<file path="src/design/trsch_pkg.sv">
// Shared types and constants for the thread slot round-robin scheduler.
package trsch_pkg;

    localparam int DEF_NUM_SLOTS = 16;
    localparam int SLOT_ID_W     = 4;

    typedef enum logic [1:0] {
        SLOT_EMPTY    = 2'd0,
        SLOT_RUNNABLE = 2'd1,
        SLOT_FINISHED = 2'd2
    } slot_state_t;

    typedef enum logic [1:0] {
        EV_TICK   = 2'd0,
        EV_CREATE = 2'd1,
        EV_FINISH = 2'd2,
        EV_JOIN   = 2'd3
    } kind_t;

    typedef enum logic [1:0] {
        JOIN_ALREADY = 2'd0,
        JOIN_DONE    = 2'd1,
        JOIN_WAIT    = 2'd2
    } join_t;

    typedef enum logic [2:0] {
        FSM_IDLE,
        FSM_SCAN,
        FSM_ACCESS,
        FSM_CHECK,
        FSM_DONE
    } fsm_state_t;

    typedef struct packed {
        kind_t                 kind;
        logic [SLOT_ID_W-1:0]  target_slot;
    } in_item_t;

    typedef struct packed {
        logic [SLOT_ID_W-1:0]  running_slot;
        logic                  switched;
        logic [SLOT_ID_W-1:0]  new_slot;
        logic                  create_ok;
        join_t                 join_result;
    } out_item_t;

endpackage

</file>
<file path="src/design/trsch_ram.sv">
// Generic single-write, single-read RAM with registered read data.
module trsch_ram #(
    parameter int WIDTH  = 2,
    parameter int DEPTH  = 16,
    parameter int ADDR_W = (DEPTH > 1) ? $clog2(DEPTH) : 1
) (
    input  logic              clk,
    input  logic              wr_en,
    input  logic [ADDR_W-1:0] wr_addr,
    input  logic [WIDTH-1:0]  wr_data,
    input  logic              rd_en,
    input  logic [ADDR_W-1:0] rd_addr,
    output logic [WIDTH-1:0]  rd_data
);

    logic [WIDTH-1:0] mem [DEPTH];
    logic [WIDTH-1:0] rd_data_reg;

    always_ff @(posedge clk)
    begin
        if (wr_en)
        begin
            mem[wr_addr] <= wr_data;
        end
        if (rd_en)
        begin
            rd_data_reg <= mem[rd_addr];
        end
    end

    assign rd_data = rd_data_reg;

endmodule

</file>
<file path="src/design/trsch_table.sv">
// Slot state table: RAM plus per-slot valid bits that stand in for the reset contents.
module trsch_table #(
    parameter int NUM_SLOTS = trsch_pkg::DEF_NUM_SLOTS,
    parameter int SLOT_W    = $clog2(NUM_SLOTS)
) (
    input  logic                   clk,
    input  logic                   rst_n,
    input  logic                   rd_en,
    input  logic [SLOT_W-1:0]      rd_addr,
    input  logic                   wr_en,
    input  logic [SLOT_W-1:0]      wr_addr,
    input  trsch_pkg::slot_state_t wr_state,
    output trsch_pkg::slot_state_t rd_state
);

    import trsch_pkg::*;

    logic [NUM_SLOTS-1:0] valid_reg;
    logic                 rd_valid_reg;
    logic                 rd_zero_reg;
    logic [1:0]           ram_data;

    trsch_ram #(
        .WIDTH (2),
        .DEPTH (NUM_SLOTS),
        .ADDR_W(SLOT_W)
    ) u_ram (
        .clk    (clk),
        .wr_en  (wr_en),
        .wr_addr(wr_addr),
        .wr_data(wr_state),
        .rd_en  (rd_en),
        .rd_addr(rd_addr),
        .rd_data(ram_data)
    );

    always_ff @(posedge clk or negedge rst_n)
    begin
        if (!rst_n)
        begin
            valid_reg    <= '0;
            rd_valid_reg <= 1'b0;
            rd_zero_reg  <= 1'b0;
        end
        else
        begin
            if (wr_en)
            begin
                valid_reg[wr_addr] <= 1'b1;
            end
            if (rd_en)
            begin
                rd_valid_reg <= valid_reg[rd_addr];
                rd_zero_reg  <= (rd_addr == '0);
            end
        end
    end

    // A slot never written holds its reset state: the main thread is runnable.
    always_comb
    begin
        if (rd_valid_reg)
        begin
            rd_state = slot_state_t'(ram_data);
        end
        else if (rd_zero_reg)
        begin
            rd_state = SLOT_RUNNABLE;
        end
        else
        begin
            rd_state = SLOT_EMPTY;
        end
    end

endmodule

</file>
<file path="src/design/trsch_ctrl.sv">
// Event sequencer: scans the slot table one entry per cycle and builds the result.
module trsch_ctrl #(
    parameter int NUM_SLOTS = trsch_pkg::DEF_NUM_SLOTS,
    parameter int SLOT_W    = $clog2(NUM_SLOTS)
) (
    input  logic                 clk,
    input  logic                 rst_n,
    input  logic                 start,
    input  trsch_pkg::in_item_t  item,
    output logic                 idle,
    input  logic                 res_free,
    output logic                 res_load,
    output trsch_pkg::out_item_t result
);

    import trsch_pkg::*;

    localparam logic [SLOT_W-1:0] LAST_SLOT = SLOT_W'(NUM_SLOTS - 1);

    fsm_state_t            state_reg, state_next;
    kind_t                 kind_reg, kind_next;
    logic [SLOT_ID_W-1:0]  tgt_reg, tgt_next;
    logic [SLOT_W-1:0]     cur_reg, cur_next;
    logic [SLOT_W-1:0]     idx_reg, idx_next;
    logic [SLOT_W-1:0]     cnt_reg, cnt_next;
    logic                  chk_vld_reg, chk_vld_next;
    logic [SLOT_W-1:0]     chk_idx_reg, chk_idx_next;
    logic                  switched_reg, switched_next;
    logic [SLOT_W-1:0]     new_slot_reg, new_slot_next;
    logic                  create_ok_reg, create_ok_next;
    join_t                 join_reg, join_next;

    logic                  rd_en;
    logic [SLOT_W-1:0]     rd_addr;
    logic                  wr_en;
    logic [SLOT_W-1:0]     wr_addr;
    slot_state_t           wr_state;
    slot_state_t           rd_state;
    logic                  match;
    logic                  in_range;

    trsch_table #(
        .NUM_SLOTS(NUM_SLOTS),
        .SLOT_W   (SLOT_W)
    ) u_table (
        .clk     (clk),
        .rst_n   (rst_n),
        .rd_en   (rd_en),
        .rd_addr (rd_addr),
        .wr_en   (wr_en),
        .wr_addr (wr_addr),
        .wr_state(wr_state),
        .rd_state(rd_state)
    );

    function automatic logic [SLOT_W-1:0] next_idx(input logic [SLOT_W-1:0] i);
        next_idx = (i == LAST_SLOT) ? '0 : i + SLOT_W'(1);
    endfunction

    always_ff @(posedge clk or negedge rst_n)
    begin
        if (!rst_n)
        begin
            state_reg     <= FSM_IDLE;
            cur_reg       <= '0;
            chk_vld_reg   <= 1'b0;
            kind_reg      <= EV_TICK;
            tgt_reg       <= '0;
            idx_reg       <= '0;
            cnt_reg       <= '0;
            chk_idx_reg   <= '0;
            switched_reg  <= 1'b0;
            new_slot_reg  <= '0;
            create_ok_reg <= 1'b0;
            join_reg      <= JOIN_ALREADY;
        end
        else
        begin
            state_reg     <= state_next;
            cur_reg       <= cur_next;
            chk_vld_reg   <= chk_vld_next;
            kind_reg      <= kind_next;
            tgt_reg       <= tgt_next;
            idx_reg       <= idx_next;
            cnt_reg       <= cnt_next;
            chk_idx_reg   <= chk_idx_next;
            switched_reg  <= switched_next;
            new_slot_reg  <= new_slot_next;
            create_ok_reg <= create_ok_next;
            join_reg      <= join_next;
        end
    end

    assign in_range = (32'(tgt_reg) < NUM_SLOTS);
    assign match    = (kind_reg == EV_TICK) ? (rd_state == SLOT_RUNNABLE)
                                            : (rd_state == SLOT_EMPTY);

    always_comb
    begin
        state_next     = state_reg;
        kind_next      = kind_reg;
        tgt_next       = tgt_reg;
        cur_next       = cur_reg;
        idx_next       = idx_reg;
        cnt_next       = cnt_reg;
        chk_vld_next   = chk_vld_reg;
        chk_idx_next   = chk_idx_reg;
        switched_next  = switched_reg;
        new_slot_next  = new_slot_reg;
        create_ok_next = create_ok_reg;
        join_next      = join_reg;
        rd_en          = 1'b0;
        rd_addr        = idx_reg;
        wr_en          = 1'b0;
        wr_addr        = chk_idx_reg;
        wr_state       = SLOT_RUNNABLE;
        res_load       = 1'b0;

        unique case (state_reg)
            FSM_IDLE:
            begin
                if (start)
                begin
                    kind_next      = item.kind;
                    tgt_next       = item.target_slot;
                    switched_next  = 1'b0;
                    new_slot_next  = '0;
                    create_ok_next = 1'b0;
                    join_next      = JOIN_ALREADY;
                    cnt_next       = '0;
                    chk_vld_next   = 1'b0;
                    // Tick scans from the slot after the running one, create from slot 1.
                    idx_next = (item.kind == EV_TICK) ? next_idx(cur_reg) : SLOT_W'(1);
                    if (item.kind == EV_TICK || item.kind == EV_CREATE)
                    begin
                        state_next = FSM_SCAN;
                    end
                    else
                    begin
                        state_next = FSM_ACCESS;
                    end
                end
            end

            FSM_SCAN:
            begin
                // Reads stream one per cycle; each slot is checked in the cycle after its read.
                rd_en        = (cnt_reg != LAST_SLOT);
                idx_next     = next_idx(idx_reg);
                cnt_next     = rd_en ? cnt_reg + SLOT_W'(1) : cnt_reg;
                chk_vld_next = rd_en;
                chk_idx_next = idx_reg;
                if (chk_vld_reg && match)
                begin
                    if (kind_reg == EV_TICK)
                    begin
                        cur_next      = chk_idx_reg;
                        switched_next = 1'b1;
                    end
                    else
                    begin
                        wr_en          = 1'b1;
                        wr_state       = SLOT_RUNNABLE;
                        new_slot_next  = chk_idx_reg;
                        create_ok_next = 1'b1;
                    end
                    state_next = FSM_DONE;
                end
                else if (cnt_reg == LAST_SLOT)
                begin
                    state_next = FSM_DONE;
                end
            end

            FSM_ACCESS:
            begin
                rd_en      = 1'b1;
                rd_addr    = SLOT_W'(tgt_reg);
                state_next = FSM_CHECK;
            end

            FSM_CHECK:
            begin
                wr_addr = SLOT_W'(tgt_reg);
                if (kind_reg == EV_FINISH)
                begin
                    if (tgt_reg != '0 && in_range && rd_state == SLOT_RUNNABLE)
                    begin
                        wr_en    = 1'b1;
                        wr_state = SLOT_FINISHED;
                    end
                end
                else
                begin
                    if (!in_range || rd_state == SLOT_EMPTY)
                    begin
                        join_next = JOIN_ALREADY;
                    end
                    else if (rd_state == SLOT_FINISHED)
                    begin
                        wr_en     = 1'b1;
                        wr_state  = SLOT_EMPTY;
                        join_next = JOIN_DONE;
                    end
                    else
                    begin
                        join_next = JOIN_WAIT;
                    end
                end
                state_next = FSM_DONE;
            end

            FSM_DONE:
            begin
                if (res_free)
                begin
                    res_load   = 1'b1;
                    state_next = FSM_IDLE;
                end
            end

            default:
            begin
                state_next = FSM_IDLE;
            end
        endcase
    end

    assign idle = (state_reg == FSM_IDLE);

    assign result.running_slot = SLOT_ID_W'(cur_reg);
    assign result.switched     = switched_reg;
    assign result.new_slot     = SLOT_ID_W'(new_slot_reg);
    assign result.create_ok    = create_ok_reg;
    assign result.join_result  = join_reg;

endmodule

</file>
<file path="src/design/thread_slot_round_robin_scheduler.sv">
// Top level of the round-robin thread slot scheduler with its result register.
//
//   Channel   Signals                    Payload      Direction
//   event     evt_valid / evt_stall      in_item_t    into the block
//   result    res_valid / res_stall      out_item_t   out of the block
//
// A tick or create scans the slot table one slot per cycle, as the table has one read
// port, and stops early at the first matching slot.
// A finish or join reads its target slot once, then checks it and updates it if needed.
// Reset puts slot 0 as runnable and running and all other slots empty.
// Events are taken whenever the sequencer is idle, even while a result waits;
// a stalled result holds the sequencer in its final state until the register frees.
module thread_slot_round_robin_scheduler #(
    parameter int NUM_SLOTS = trsch_pkg::DEF_NUM_SLOTS
) (
    input  logic                 clk,
    input  logic                 rst_n,
    input  logic                 evt_valid,
    output logic                 evt_stall,
    input  trsch_pkg::in_item_t  evt,
    output logic                 res_valid,
    input  logic                 res_stall,
    output trsch_pkg::out_item_t res
);

    import trsch_pkg::*;

    localparam int SLOT_W = $clog2(NUM_SLOTS);

    logic      idle;
    logic      start;
    logic      res_free;
    logic      res_load;
    out_item_t result;
    logic      res_valid_reg;
    out_item_t res_reg;

    assign evt_stall = !idle;
    assign start     = evt_valid && idle;
    assign res_free  = !res_valid_reg || !res_stall;

    trsch_ctrl #(
        .NUM_SLOTS(NUM_SLOTS),
        .SLOT_W   (SLOT_W)
    ) u_ctrl (
        .clk     (clk),
        .rst_n   (rst_n),
        .start   (start),
        .item    (evt),
        .idle    (idle),
        .res_free(res_free),
        .res_load(res_load),
        .result  (result)
    );

    always_ff @(posedge clk or negedge rst_n)
    begin
        if (!rst_n)
        begin
            res_valid_reg <= 1'b0;
        end
        else if (res_load)
        begin
            res_valid_reg <= 1'b1;
        end
        else if (!res_stall)
        begin
            res_valid_reg <= 1'b0;
        end
    end

    always_ff @(posedge clk)
    begin
        if (res_load)
        begin
            res_reg <= result;
        end
    end

    assign res_valid = res_valid_reg;
    assign res       = res_reg;

endmodule
</file>
<file path="config.mk">
export PLATFORM = sky130hd
export DESIGN_NAME = thread_slot_round_robin_scheduler
export DESIGN_NICKNAME = d
export VERILOG_FILES = /design/src/design/trsch_pkg.sv /design/src/design/trsch_ram.sv /design/src/design/trsch_table.sv /design/src/design/trsch_ctrl.sv /design/src/design/thread_slot_round_robin_scheduler.sv
export SDC_FILE = /design/constraint.sdc
export NUM_CORES = 1
export LEC_CHECK = 0
export BUFFER_PORTS_ARGS = -buffer_cell sky130_fd_sc_hd__buf_4
export CAP_MARGIN = 20
export CELL_PAD_IN_SITES_DETAIL_PLACEMENT = 1
export CELL_PAD_IN_SITES_GLOBAL_PLACEMENT = 2
export CORE_ASPECT_RATIO = 0.8
export CORE_MARGIN = 3
export CORE_UTILIZATION = 43
export DETAILED_ROUTE_END_ITERATION = 16
export GPL_ROUTABILITY_DRIVEN = 0
export PLACE_DENSITY = 0.83
export SLEW_MARGIN = 20
export SYNTH_ARGS = -nofsm -noshare
export SYNTH_HDL_FRONTEND = slang
export SYNTH_HIERARCHICAL = 1
export SYNTH_SLANG_ARGS = --single-unit
</file>
<file path="constraint.sdc">
create_clock -name clk -period 3.4 [get_ports clk]
set_clock_uncertainty 0.1 [all_clocks]
set_input_delay 0.68 -clock clk [delete_from_list [all_inputs] [get_ports clk]]
set_output_delay 0.68 -clock clk [all_outputs]
set_load 0.01 [all_outputs]
</file>
==> results.ini <==
[yosys]
syn-num-nets = 352
syn_area_mm2 = 0.004410
avgSynthCellArea_um2 = 13.01
ys_seq_area_share_pct = 61.39
synth_cells = 339
ys_types = 53
synth_enable_flop_cells = 46
ys.flop_type = dfrtp_1
ys_warn_count = 6
ys_async_sr_fraction_pct = 53.54
ys_ff_latch = 99

[clock_tree]
cts_setup_buffers = 0
clk_pin_slew_worst_paths_ns = 0.06
clockBufferDepth = 2
clock-sinks = 99
cts_root_buf = clkbuf_16
cts_hold_buffers = 0
cts_resized = 0
cts_tree = yes
htreeDepth = 3
cts_made_buffers = 9
clk-insertion-delay-late_ns = 0.34

[routing]
drt_first_iter_violations = 250
wl_um = 10340
drcViolationCount = 0
via_per_inst = 5.539
vias = 2814
wire_per_inst_um = 20.35
drtAntennaViolNets = 0
drt_first_pass_iters = 5

[grt]
busiest_layer = met2
met3_usage_pct = 4.016
use_met1_pct = 28.53
grt_pass1_vias = 2872
gr-usage-met2_pct = 28.87
track_usage_pct = 19.22
grt_max_degree = 54
grt.overflow.total = 0
antenna_found_initial = 0
grt_pass1_wl_um = 16710

[timing]
worst_slew_pin_slew_ns = 0.7590
fmax_mhz = 345.9
slew_headroom_pct = 49.27
drv_slew = 0
rsz0062_at_grt = false
setup_viol_count_final = 0
period_needed_ns = 2.891
finalHoldViolCount = 0
period_share_pct = 85.02
finalSetupTns_ns = 0

[place]
io_buffers = 23
dp_hpwl_um = 7395
place_area_mm2 = 0.004717

[pwr]
p_leak_nw = 2.152
finalPower_mw = 4.315
powerDensity_mw_per_mm2 = 860.9
vdd_drop_max_uv = 420.6

[finish]
final_common_cell = nand2_1
finalInstanceArea_mm2 = 0.005012
area.growth.synth_to_final_pct = 13.65
nets = 380
antennaDiodeCount = 0
largest_reg_flops = 32
layout-drive-gt1-share_pct = 20.43
final_cell_mix = 60 x nand2_1, 53 x dfrtp_1, 46 x edfxtp_1

[worst_setup_path]
crit_path_max_fanout = 10
criticalPathCategory = flip-flop to flip-flop
arrival_ns = 3.02
crit_required_ns = 3.53
cp-end-kind = flip-flop
worstSetupStartpointType = flip-flop

[floorplanning]
core_area_mm2 = 0.009809
die_w_um = 119.2
initial_core_util_pct = 44.96
die_h_um = 96.59
ios = 24
dieArea_mm2 = 0.01152
std_cell_rows = 32

[flow_run]
drv_cap = 0

[hold_path]
hold_path_class = input pin to async pin

[status]
outcome = complete, no violations

[stage by stage]
step	setup WS (ns)	hold slack (ns)	instances	utilization, %
after floorplan	0.4724	0.2844	339	-
after global placement	0.6424	0.3324	492	48.09
after detailed placement	0.5286	0.3335	492	48.09
after CTS	0.5233	0.3147	508	51.10
after global routing	0.3325	0.3283	508	51.10
final	0.5092	0.2819	508	51.10
[final cells by class]
class | count | area, µm²
Clock buffer | 11 | 242.7
Inverter | 10 | 37.54
Multi-Input combinational cell | 217 | 1577
Fill cell | 1011 | 4797
Tap cell | 136 | 170.2
Timing Repair Buffer | 30 | 225.2
Sequential cell | 99 | 2708
Clock inverter | 5 | 52.55
[cell usage after synthesis, types with 3 or more instances]
library cell | instances | area share (%)
a21oi_1 | 7 | 0.79
a31o_2 | 3 | 0.60
and2_1 | 3 | 0.43
buf_6 | 4 | 1.0
clkbuf_1 | 5 | 0.43
dfrtp_1 | 53 | 30
edfxtp_1 | 46 | 31
ha_1 | 3 | 0.85
inv_1 | 8 | 0.68
mux2_2 | 13 | 3.3
mux4_1 | 8 | 4.8
mux4_2 | 5 | 2.6
nand2_1 | 60 | 5.1
nand2b_1 | 5 | 0.71
nand3_1 | 9 | 1.0
nand3b_1 | 5 | 0.85
nor2_1 | 20 | 1.7
nor2b_1 | 5 | 0.71
nor3_1 | 7 | 0.79
o21ai_0 | 15 | 1.7
o21bai_1 | 10 | 1.7
o31ai_1 | 3 | 0.51
[critical path, cell delays in order, from the launching register on]
cell and delay [ns]:
dfrtp_1 0.54, nor3b_1 0.26, buf_4 0.18, nand2_1 0.05, o21ai_0 0.08, buf_4 0.23, mux4_1 0.60, mux4_2 0.47
mux2_4 0.26
[logic make-up after synthesis]
group                      Yosys count  share of synthesized area [%]
AOI/OAI and AO/OA                   53                          8.085
DFF                                 99                          61.39
xor gates and xnor gates             3                         0.5959
adders and majority gates            3                         0.8512
and+or+nand+nor                    129                          14.78
muxes                               29                          11.43
buffers and inverters               23                          2.865
[worst paths after layout]
path / from / endpoint / slack [ns] / cells after the start
max: u_ctrl/state_reg[1] / u_ctrl/u_table/rd_valid_reg / 0.51 / 8
min: rst_n / u_ctrl/switched_reg / 0.28 / 1
max reg2reg: u_ctrl/state_reg[1] / u_ctrl/u_table/rd_valid_reg / 0.51 / 8
min reg2reg: u_ctrl/new_slot_reg[3] / res[6] / 0.35 / 0
max in group asynchronous: rst_n / u_ctrl/u_table/valid_reg[14] / 2.45 / 1
min in group clk: u_ctrl/new_slot_reg[3] / res[6] / 0.35 / 0
[where the power goes]
group / total, mW / switching, mW / leakage (nW) / internal, mW
clock: 1.01 / 0.427 / 0.147 / 0.587
combinational: 1.46 / 0.846 / 0.817 / 0.614
sequential: 1.84 / 0.274 / 1.19 / 1.57
total: 4.31 / 1.55 / 2.15 / 2.77
[routing by layer]
| layer | share of wire [%] | vias up |
|---|---|---|
| met3 | 4.8 | 10 |
| li1 | - | 1297 |
| met2 | 45 | 64 |
| met5 | 0 | - |
| met1 | 50 | 1443 |
| met4 | 1.1 | 0 |
(Power assumes the default switching activity.)
